$ cat config.mk
export PLATFORM = sky130hd
export DESIGN_NAME = tfl_ctrl
export DESIGN_NICKNAME = d
export VERILOG_FILES = /design/src/hw/rtl/tfl_pkg.sv /design/src/hw/rtl/tfl_ctrl.sv
export SDC_FILE = /design/constraint.sdc
export NUM_CORES = 1
export LEC_CHECK = 0
export BUFFER_PORTS_ARGS = -buffer_cell sky130_fd_sc_hd__buf_4
export CAP_MARGIN = 10
export CORE_AREA = 2 2 39 41
export CTS_CLUSTER_SIZE = 28
export DETAILED_ROUTE_END_ITERATION = 10
export DIE_AREA = 0 0 41 43
export MAX_ROUTING_LAYER = met4
export SLEW_MARGIN = 20
export SYNTH_ARGS = -nofsm -noshare
export SYNTH_HDL_FRONTEND = slang
export SYNTH_SLANG_ARGS = --single-unit
$ cat constraint.sdc
create_clock -name clk -period 3.5 [get_ports clk]
set_clock_uncertainty 0.05 [all_clocks]
set_input_delay 0.525 -clock clk [delete_from_list [all_inputs] [get_ports clk]]
set_output_delay 0.525 -clock clk [all_outputs]
set_load 0.01 [all_outputs]
$ cat src/hw/rtl/tfl_pkg.sv
// ----------------------------------------------------------------------------
// tfl_pkg
// shared types, constants and the ntc ohm curve for the thermistor block
// ----------------------------------------------------------------------------
`default_nettype none
package tfl_pkg;
  localparam int CODE_W = 12;
  localparam int REG_W = 20;
  localparam int OHM_W = 24;
  localparam int TEMP_W = 16;
  localparam int CURVE_N = 176;
  localparam int CIDX_W = 8;
  localparam logic [OHM_W-1:0] OPEN_OHMS = 24'd10000000;
  localparam logic [CODE_W-1:0] PRESET_CODE = 12'd2048;
  localparam logic [1:0] ST_IN = 2'd0;
  localparam logic [1:0] ST_COLD = 2'd1;
  localparam logic [1:0] ST_HOT = 2'd2;

  // commands from the controller to the datapath
  typedef struct packed {
    logic load;      // capture input, write window
    logic sum_step;  // add one window entry
    logic div_init;  // set up the divider
    logic div_step;  // one quotient bit
    logic srch_init; // classify resistance, start search
    logic srch_step; // one binary search step
    logic frac_init; // set up fraction divide
    logic frac_step; // one fraction bit
    logic finish;    // build result word
  } tfl_cmd_t;

  typedef struct packed {
    logic sum_done;
    logic div_done;
    logic srch_done;
    logic frac_done;
  } tfl_sts_t;

  function automatic logic [OHM_W-1:0] ohm_curve(input logic [CIDX_W-1:0] i);
    logic [OHM_W-1:0] r;
    case (i)
      8'd0: r = 24'd6878030; 8'd1: r = 24'd6410610; 8'd2: r = 24'd5977290;
      8'd3: r = 24'd5575470; 8'd4: r = 24'd5202730; 8'd5: r = 24'd4856840;
      8'd6: r = 24'd4535760; 8'd7: r = 24'd4237610; 8'd8: r = 24'd3960650;
      8'd9: r = 24'd3703290; 8'd10: r = 24'd3464050; 8'd11: r = 24'd3241580;
      8'd12: r = 24'd3034620; 8'd13: r = 24'd2842020; 8'd14: r = 24'd2662720;
      8'd15: r = 24'd2495740; 8'd16: r = 24'd2340170; 8'd17: r = 24'd2195180;
      8'd18: r = 24'd2060000; 8'd19: r = 24'd1933920; 8'd20: r = 24'd1816280;
      8'd21: r = 24'd1706470; 8'd22: r = 24'd1603940; 8'd23: r = 24'd1508160;
      8'd24: r = 24'd1418660; 8'd25: r = 24'd1335000; 8'd26: r = 24'd1256750;
      8'd27: r = 24'd1183550; 8'd28: r = 24'd1115050; 8'd29: r = 24'd1050910;
      8'd30: r = 24'd990841; 8'd31: r = 24'd934558; 8'd32: r = 24'd881805;
      8'd33: r = 24'd832341; 8'd34: r = 24'd785945; 8'd35: r = 24'd742410;
      8'd36: r = 24'd701544; 8'd37: r = 24'd663170; 8'd38: r = 24'd627123;
      8'd39: r = 24'd593249; 8'd40: r = 24'd561406; 8'd41: r = 24'd531461;
      8'd42: r = 24'd503291; 8'd43: r = 24'd476781; 8'd44: r = 24'd451824;
      8'd45: r = 24'd428322; 8'd46: r = 24'd406182; 8'd47: r = 24'd385317;
      8'd48: r = 24'd365647; 8'd49: r = 24'd347098; 8'd50: r = 24'd329600;
      8'd51: r = 24'd313086; 8'd52: r = 24'd297498; 8'd53: r = 24'd282777;
      8'd54: r = 24'd268871; 8'd55: r = 24'd255731; 8'd56: r = 24'd243310;
      8'd57: r = 24'd231566; 8'd58: r = 24'd220456; 8'd59: r = 24'd209945;
      8'd60: r = 24'd200000; 8'd61: r = 24'd190577; 8'd62: r = 24'd181655;
      8'd63: r = 24'd173204; 8'd64: r = 24'd165194; 8'd65: r = 24'd157601;
      8'd66: r = 24'd150401; 8'd67: r = 24'd143572; 8'd68: r = 24'd137092;
      8'd69: r = 24'd130941; 8'd70: r = 24'd125102; 8'd71: r = 24'd119556;
      8'd72: r = 24'd114288; 8'd73: r = 24'd109282; 8'd74: r = 24'd104524;
      8'd75: r = 24'd100000; 8'd76: r = 24'd95697; 8'd77: r = 24'd91603;
      8'd78: r = 24'd87708; 8'd79: r = 24'd84000; 8'd80: r = 24'd80470;
      8'd81: r = 24'd77108; 8'd82: r = 24'd73905; 8'd83: r = 24'd70853;
      8'd84: r = 24'd67944; 8'd85: r = 24'd65171; 8'd86: r = 24'd62526;
      8'd87: r = 24'd60002; 8'd88: r = 24'd57595; 8'd89: r = 24'd55297;
      8'd90: r = 24'd53104; 8'd91: r = 24'd51010; 8'd92: r = 24'd49009;
      8'd93: r = 24'd47098; 8'd94: r = 24'd45272; 8'd95: r = 24'd43526;
      8'd96: r = 24'd41857; 8'd97: r = 24'd40261; 8'd98: r = 24'd38735;
      8'd99: r = 24'd37274; 8'd100: r = 24'd35880; 8'd101: r = 24'd34539;
      8'd102: r = 24'd33258; 8'd103: r = 24'd32031; 8'd104: r = 24'd30856;
      8'd105: r = 24'd29730; 8'd106: r = 24'd28652; 8'd107: r = 24'd27618;
      8'd108: r = 24'd26626; 8'd109: r = 24'd25676; 8'd110: r = 24'd24764;
      8'd111: r = 24'd23890; 8'd112: r = 24'd23051; 8'd113: r = 24'd22245;
      8'd114: r = 24'd21472; 8'd115: r = 24'd20730; 8'd116: r = 24'd20017;
      8'd117: r = 24'd19332; 8'd118: r = 24'd18674; 8'd119: r = 24'd18042;
      8'd120: r = 24'd17434; 8'd121: r = 24'd16850; 8'd122: r = 24'd16289;
      8'd123: r = 24'd15749; 8'd124: r = 24'd15229; 8'd125: r = 24'd14730;
      8'd126: r = 24'd14249; 8'd127: r = 24'd13786; 8'd128: r = 24'd13340;
      8'd129: r = 24'd12911; 8'd130: r = 24'd12498; 8'd131: r = 24'd12101;
      8'd132: r = 24'd11717; 8'd133: r = 24'd11348; 8'd134: r = 24'd10992;
      8'd135: r = 24'd10649; 8'd136: r = 24'd10319; 8'd137: r = 24'd10000;
      8'd138: r = 24'd9693; 8'd139: r = 24'd9396; 8'd140: r = 24'd9110;
      8'd141: r = 24'd8834; 8'd142: r = 24'd8568; 8'd143: r = 24'd8311;
      8'd144: r = 24'd8063; 8'd145: r = 24'd7824; 8'd146: r = 24'd7592;
      8'd147: r = 24'd7369; 8'd148: r = 24'd7153; 8'd149: r = 24'd6945;
      8'd150: r = 24'd6744; 8'd151: r = 24'd6549; 8'd152: r = 24'd6361;
      8'd153: r = 24'd6179; 8'd154: r = 24'd6003; 8'd155: r = 24'd5833;
      8'd156: r = 24'd5669; 8'd157: r = 24'd5510; 8'd158: r = 24'd5356;
      8'd159: r = 24'd5207; 8'd160: r = 24'd5063; 8'd161: r = 24'd4923;
      8'd162: r = 24'd4788; 8'd163: r = 24'd4658; 8'd164: r = 24'd4531;
      8'd165: r = 24'd4409; 8'd166: r = 24'd4290; 8'd167: r = 24'd4175;
      8'd168: r = 24'd4064; 8'd169: r = 24'd3956; 8'd170: r = 24'd3851;
      8'd171: r = 24'd3750; 8'd172: r = 24'd3651; 8'd173: r = 24'd3556;
      8'd174: r = 24'd3464; 8'd175: r = 24'd3374;
      default: r = 24'd3374;
    endcase
    return r;
  endfunction
endpackage
`default_nettype wire

$ cat src/hw/rtl/tfl_ctrl.sv
// ----------------------------------------------------------------------------
// tfl_ctrl
// sequencer: window sum, resistance divide, table search, fraction divide
// ----------------------------------------------------------------------------
`default_nettype none
module tfl_ctrl (
  input  wire logic            clk,
  input  wire logic            rst,
  input  wire logic            s_axis_tvalid,
  output logic                 s_axis_tready,
  output logic                 m_axis_tvalid,
  input  wire logic            m_axis_tready,
  output tfl_pkg::tfl_cmd_t    cmd,
  input  wire tfl_pkg::tfl_sts_t sts
);
  import tfl_pkg::*;

  localparam logic [3:0] S_IDLE  = 4'd0;
  localparam logic [3:0] S_SUM   = 4'd1;
  localparam logic [3:0] S_DINIT = 4'd2;
  localparam logic [3:0] S_DIV   = 4'd3;
  localparam logic [3:0] S_SINIT = 4'd4;
  localparam logic [3:0] S_SRCH  = 4'd5;
  localparam logic [3:0] S_FRAC  = 4'd6;
  localparam logic [3:0] S_FIN   = 4'd7;
  localparam logic [3:0] S_OUT   = 4'd8;

  logic [3:0] state, state_next;

  always_ff @(posedge clk) begin
    if (rst) begin
      state <= S_IDLE;
    end else begin
      state <= state_next;
    end
  end

  always_comb begin
    state_next = state;
    cmd = '0;
    s_axis_tready = 1'b0;
    m_axis_tvalid = 1'b0;
    case (state)
      S_IDLE: begin
        s_axis_tready = 1'b1;
        if (s_axis_tvalid) begin
          cmd.load = 1'b1;
          state_next = S_SUM;
        end
      end
      S_SUM: begin
        cmd.sum_step = 1'b1;
        if (sts.sum_done) begin
          state_next = S_DINIT;
        end
      end
      // mean is final only once the last window entry is in the sum
      S_DINIT: begin
        cmd.div_init = 1'b1;
        state_next = S_DIV;
      end
      S_DIV: begin
        cmd.div_step = 1'b1;
        if (sts.div_done) begin
          state_next = S_SINIT;
        end
      end
      S_SINIT: begin
        cmd.srch_init = 1'b1;
        state_next = S_SRCH;
      end
      S_SRCH: begin
        if (sts.srch_done) begin
          cmd.frac_init = 1'b1;
          state_next = S_FRAC;
        end else begin
          cmd.srch_step = 1'b1;
        end
      end
      S_FRAC: begin
        cmd.frac_step = 1'b1;
        if (sts.frac_done) begin
          state_next = S_FIN;
        end
      end
      S_FIN: begin
        cmd.finish = 1'b1;
        state_next = S_OUT;
      end
      S_OUT: begin
        m_axis_tvalid = 1'b1;
        if (m_axis_tready) begin
          state_next = S_IDLE;
        end
      end
      default: state_next = S_IDLE;
    endcase
  end
endmodule
`default_nettype wire

Yosys cells after proc, flatten, opt, wreduce, memory -nomap -nowiden --
Cells that the tools add are included.
Storage, ports and cells: word-level logic and storage cells 37, bits in registers 4, input port bits 8
Cells by class: multiplexer cells 20, equality and inequality tests 14, reduce and logical (&&, ||, !) cells 2
Operators by type and width (number):
- 4-bit one-hot mux with 9 select lines | 1
- 4-bit 2-to-1 mux | 6
- 4-bit by 3-bit equality test with 1-bit output, second input constant | 4
- 1-bit 2-to-1 mux | 12
- 2-bit != test, second input constant | 6
- 4-bit by 2-bit equality test with 1-bit output, second input constant | 2
- 6-bit AND reduction | 1
- 4-bit by 1-bit equality test with 1-bit output, second input constant | 1
- 4-bit equality test, second input constant | 1
- 4-bit logical NOT | 1
- 2-bit 2-to-1 mux | 1

Logic depth before layout (Yosys ltp) --
Gate-level depths: netlist (run 1).
word-level depth 3, gate-level depth with buffers 5

Least setup slack after synthesis (run 1) --
OpenSTA, ideal clock, no wires.
path type register to output, from register state[1], to output cmd[8] in the netlist's numbering, buffers on the path 1, arrival 1.307 ns, stages on the path, launching flop included 4, slack 1.618 ns, cell sequence dfxtp_1 > clkbuf_1 > nor4_1 > and2_1
RTL lines:
- start: declaration | line tfl_ctrl.sv:28 | logic [3:0] state, state_next;
- start signal: assignment | line tfl_ctrl.sv:34 | state <= state_next;
- end: declaration | line tfl_ctrl.sv:13 | output tfl_pkg::tfl_cmd_t cmd,

==> metrics, run 1 <==
hold_buf cts 0; Worst setup SP type flop; min cycle time layout 1.99 ns; DP Area 490 um^2; Top Registers state x4; Max Fanout on Critical Path 17; P per Cell Area 436 nW/um^2; endpoints failing hold 0; Tcrit/Tclk final 0.569; Hold Path Class in2reg; clock-pin slew on the worst setup and hold paths 0.04 ns; Placer Congestion 0.740; Sw Ratio 0.370; final instance area 513 um^2; sequential area share after synthesis 0.229; Crit path required time 2.92 ns; CTS tree yes; Syn-to-layout area delta 46.4%; Ant. Diodes 0; RSZ-0062 raised after global routing false; Total Wirelength 920 um; drt drc 0; Slew HR 0.658; num ports 19; CTS Sinks 4; Post-synth EDFFs 0; Peak Freq 502 MHz; Worst Setup Path Type reg2out; CTS Buf Count 3; number of global-route vias before repair 310; post-DR vias/cell 5.06; Max-Cap Viols 0; commonest non-fill, non-tap cell in the layout buf_4; Top reg by flops state; Setup WS pre-CTS 1.65 ns; ANT nets after route 0; Pre-antenna DRT Iters 4; die footprint 1760 um^2; Synth area leaders dfxtp_1 23%, nor3_1 10%, nor3b_1 6.4%; area share of the largest cell type after synthesis 0.229; Post-CTS Resized 0; first-pass GRT wire length 1410 um; I/O Buffers 18; DP HPWL 669 um; yosys warns 0; P_int 0.000141 W; Synth Cell Area 350 um^2; fillcell total 155; storage element area 80.1 um^2; vias 400; Synth Flop Type dfxtp_1; layout cells sized above 1 0.397; syn_nets 54; outcome complete, no violations; slowest CP cell dfxtp_1; Gate Count Post-Synth 46; post-CTS setup buffers 0; setup violators final 0; GR Overflow Total 0; GRT Total Usage 0.124; Final nets 73; Worst-Skew Late Latency 0.24 ns; Async SR Flop Fraction 0; most frequent cells in the layout 18 x buf_4, 7 x nor3_1, 4 x nor2_1, 4 x dfxtp_1; starting density of the core 0.253; Worst Max-Slew Pin Slew 0.513 ns; initial DRC count 8; core box area 1380 um^2; largest net degree at the start of global routing 18; Synth area leader dfxtp_1; max reg flops 4; antenna violations before repair 0; Slew Viols, Final 0; Yosys reg bits 4; Leakage 0.211 nW; Site Rows 14; CTS max path bufs 2; H-tree Lvls 1; worst setup margin 1.51 ns; slowest stage delay, CP 0.63 ns; WP data arrival 1.42 ns; worst-path cell chain nand3_1, nor3b_1, buf_4; Worst VDD drop 163 uV; crit end category output pin; clock power share 0.264; CTS root buf clkbuf_4; Wirelength per Cell 11.6 um; Multi-input gate area 251 um^2; TNS Setup 0 ns; die height 43 um; sequential share of power 0.358; net switching power 0.0000829 W; DIE WIDTH 41 um; worst path bufs/invs 1; Worst path top cell family by delay flip-flops; Comb power frac 0.378; synthesized area per cell 7.62 um^2; Synth cell types 23
layout make-up:
class / instances / area share
Timing Repair Buffer: 18 / 0.263
Inverter: 1 / 0.00732
Tap cell: 16 / 0.0390
Multi-Input combinational cell: 37 / 0.490
Clock buffer: 3 / 0.0439
Sequential cell: 4 / 0.156
synth_stat cells (2+ instances only):
cell type / count
nor4_1: 3
nand3_1: 2
nor2_1: 4
nor3_1: 7
nor3b_1: 3
nand2b_1: 2
clkbuf_1: 4
o211ai_1: 2
dfxtp_1: 4
nand2_1: 2
power groups by stage:
| stage | Sequential [W] | Clock, W | Combinational, W |
|---|---|---|---|
| after floorplan | 0.0000626 | 0 | 0.0000655 |
| after global placement | 0.0000807 | 0 | 0.0000856 |
| after detailed placement | 0.0000810 | 0 | 0.0000856 |
| after CTS | 0.0000801 | 0.0000605 | 0.0000864 |
| after global routing | 0.0000837 | 0.0000635 | 0.0000938 |
| final | 0.0000802 | 0.0000590 | 0.0000847 |
metrics by stage:
step                      utilization  total power (W)  std cells  hold WS, ns
after floorplan                     -         0.000128         46        0.521
after detailed placement        0.354         0.000167         76        0.583
after CTS                       0.371         0.000227         79        0.429
after global placement          0.354         0.000166         76        0.580
after global routing            0.371         0.000241         79        0.436
final                           0.371         0.000224         79        0.432
worst register-to-register path: cells and delay by family, from the launching register on:
kind,cells,cell delay (ns)
AND/OR/NAND/NOR,2,0.35
flip-flops,1,0.63
multiplexers,2,0.69
metal layers:
| metal | track usage | vias to the layer above | wire, um |
|---|---|---|---|
| met1 | 0.168 | 183 | 421 |
| met5 | - | - | 0 |
| met4 | 0.0800 | 0 | 0 |
| met3 | 0.0471 | 0 | 44 |
| met2 | 0.147 | 11 | 454 |
| li1 | - | 206 | - |
final timing paths:
kind,cells after the start,slack (ns),to,startpoint
worst max-delay path,3,1.51,cmd[2],state[0]$_SDFFE_PP0P_
worst min register to register,2,0.60,state[2]$_SDFFE_PP0P_,state[2]$_SDFFE_PP0P_
worst min-delay path,2,0.43,state[3]$_SDFFE_PP0P_,rst
worst max register to register,4,1.67,state[0]$_SDFFE_PP0P_,state[0]$_SDFFE_PP0P_
cell families (layout without fill, tap and decap cells):
family	after synthesis	in the layout	share of synthesized area
mux	2	2	0.0750
compound gates	6	6	0.146
buf+inv	5	22	0.0535
flops	4	4	0.229
simple gates	29	29	0.496
Power figures use the tool's default switching activity.
==> run 2, diff against run 1 <==
Clock period 3.5 ns to 1.7 ns, I/O delays scaled along.
==> run 2 against run 1 <==
Net effect: sequential share of layout area fell by 0.97 points; first-iteration DRC count fell by 25%; die area did not move; combinational power rose to 2.7 times the previous value; worst hold slack got worse by 0.26 ns; via count rose by 3.5%; cell area rose by 8.3%; global-route usage did not move; core utilization rose by 3.1 points; routed wire length rose by 4.9%; non-clock buffer count rose by 3; clock-buffer cell count did not move; critical endpoint is now state[0]$_SDFFE_PP0P_.
==> metrics, run 2 (same netlist as run 1, synthesis figures left out) <==
outcome complete, no violations (unchanged); Hold Path Class in2reg (unchanged); Pre-antenna DRT Iters 5 (was 4); core box area 1380 um^2 (unchanged); Slew HR 0.730 (was 0.658); I/O Buffers 18 (unchanged); die footprint 1760 um^2 (unchanged); slowest CP cell dfxtp_1 (unchanged); Sw Ratio 0.360 (was 0.370); Worst VDD drop 401 uV (was 163 uV); Site Rows 14 (unchanged); WP data arrival 1.70 ns (was 1.42 ns); CTS tree yes (unchanged); most frequent cells in the layout 20 x buf_4, 7 x nor3_1, 4 x nor2_1 (was 18 x buf_4, 7 x nor3_1, 4 x nor2_1, 4 x dfxtp_1); Hold Path Cell Cnt 2 (unchanged); Total Wirelength 965 um (was 920 um); DP HPWL 692 um (was 669 um); clock-pin slew on the worst setup and hold paths 0.04 ns (about the same); commonest non-fill, non-tap cell in the layout buf_4 (unchanged); RSZ-0062 raised after global routing false (unchanged); net switching power 0.000175 W (was 0.0000829 W); Top Registers state x4 (unchanged); die height 43 um (unchanged); num ports 19 (unchanged); GR Overflow Total 0 (unchanged); DIE WIDTH 41 um (unchanged); P_int 0.000311 W (was 0.000141 W); Worst Max-Slew Pin Slew 0.401 ns (was 0.513 ns); Placer Congestion 0.766 (was 0.740); Setup WS pre-CTS 0.0699 ns (was 1.65 ns); drt drc 0 (unchanged); starting density of the core 0.253 (unchanged); Worst-Skew Late Latency 0.23 ns (was 0.24 ns); CTS Sinks 4 (unchanged); post-CTS setup buffers 0 (unchanged); CTS max path bufs 2 (unchanged); Peak Freq 612 MHz; Max-Cap Viols 0 (unchanged); largest net degree at the start of global routing 16 (was 18); Worst path top cell family by delay simple AND/OR/NAND/NOR gates (was flip-flops); setup violators final 0 (unchanged); critical path depth 5 (was 3); worst setup margin 0.0668 ns (was 1.51 ns); GRT Total Usage 0.124 (unchanged); Leakage 0.231 nW (was 0.211 nW); H-tree Lvls 1 (unchanged); layout cells sized above 1 0.455 (was 0.397); sequential share of power 0.283 (was 0.358); Top reg by flops state (unchanged); Worst Setup Path Type reg2reg (was reg2out); first-pass GRT wire length 1420 um (was 1410 um); vias 414 (was 400); endpoints failing hold 0 (unchanged); max reg flops 4 (unchanged); initial DRC count 6 (was 8); hold_buf cts 0 (unchanged); worst path bufs/invs 1 (unchanged); Max Fanout on Critical Path 15 (was 17); CTS Buf Count 3 (unchanged); slowest stage delay, CP 0.32 ns (was 0.63 ns); Ant. Diodes 0 (unchanged); worst-path cell chain buf_4, nor3b_1, o211a_1, nor3_1, mux2_4 (was nand3_1, nor3b_1, buf_4); Syn-to-layout area delta 58.6% (was 46.4%); Worst setup SP type flop (unchanged); CTS root buf clkbuf_4 (unchanged); number of global-route vias before repair 351 (was 310); Tcrit/Tclk final 0.961; Crit path required time 1.77 ns (was 2.92 ns); ANT nets after route 0 (unchanged); fillcell total 163 (was 155); min cycle time layout 1.63 ns; Slew Viols, Final 0 (unchanged); Wirelength per Cell 11.8 um (was 11.6 um); crit end category flop (was output pin); final hold slack 0.171 ns (was 0.432 ns); clock power share 0.240 (was 0.264); TNS Setup 0 ns (unchanged); Final nets 76 (was 73); P per Cell Area 875 nW/um^2 (was 436 nW/um^2); antenna violations before repair 0 (unchanged); post-DR vias/cell 5.05 (was 5.06); Comb power frac 0.477 (was 0.378); R2R depth 5 (was 4)
==> run 2: layout make-up <==
type	instances	area, um^2	share of cell area
clock buffer	3	22.5	0.0405
inverter	1	3.75	0.00676
multi-input combinational	37	258	0.464
sequential	4	81.3	0.146
tap	16	20.0	0.0360
timing repair buffer	21	170	0.306
==> run 2: timing repair <==
action / 4_1_cts / 5_1_grt
endpoints found under the setup margin: 1 / 5
resized for setup: 1 / 1
endpoints found under the hold margin: 0 / 0
gates cloned: 0 / 0
==> run 2: path summary, 6_finish.rpt <==
check,start,to,slack [ns]
max,state[0]$_SDFFE_PP0P_,state[0]$_SDFFE_PP0P_,0.07
min,rst,state[3]$_SDFFE_PP0P_,0.17
max reg2reg,state[0]$_SDFFE_PP0P_,state[0]$_SDFFE_PP0P_,0.07
min reg2reg,state[2]$_SDFFE_PP0P_,state[2]$_SDFFE_PP0P_,0.60
==> run 2: power groups by stage <==
stage | clock network (W) | registers, W | logic [W]
global placement | 0 | 0.000137 | 0.000227
finish | 0.000117 | 0.000137 | 0.000232
detailed placement | 0 | 0.000137 | 0.000228
CTS | 0.000123 | 0.000137 | 0.000234
floorplan | 0 | 0.000129 | 0.000135
global route | 0.000123 | 0.000140 | 0.000251
==> run 2: per-stage QoR <==
step	cell area [um^2]	total power, W	cells	util
6_report	556	0.000486	82	0.401
5_1_grt	556	0.000515	82	0.401
4_1_cts	554	0.000494	82	0.401
3_5_place_dp	526	0.000365	79	0.380
3_3_place_gp	526	0.000363	79	0.380
2_1_floorplan	350	0.000264	46	-
==> run 2: per-layer routing <==
| layer | wire length (um) | GRT usage | vias up |
|---|---|---|---|
| met2 | 478 | 0.175 | 19 |
| met4 | 0 | 0.0800 | 0 |
| met3 | 69 | 0.0314 | 0 |
| met5 | 0 | - | - |
| li1 | - | - | 211 |
| met1 | 417 | 0.148 | 184 |
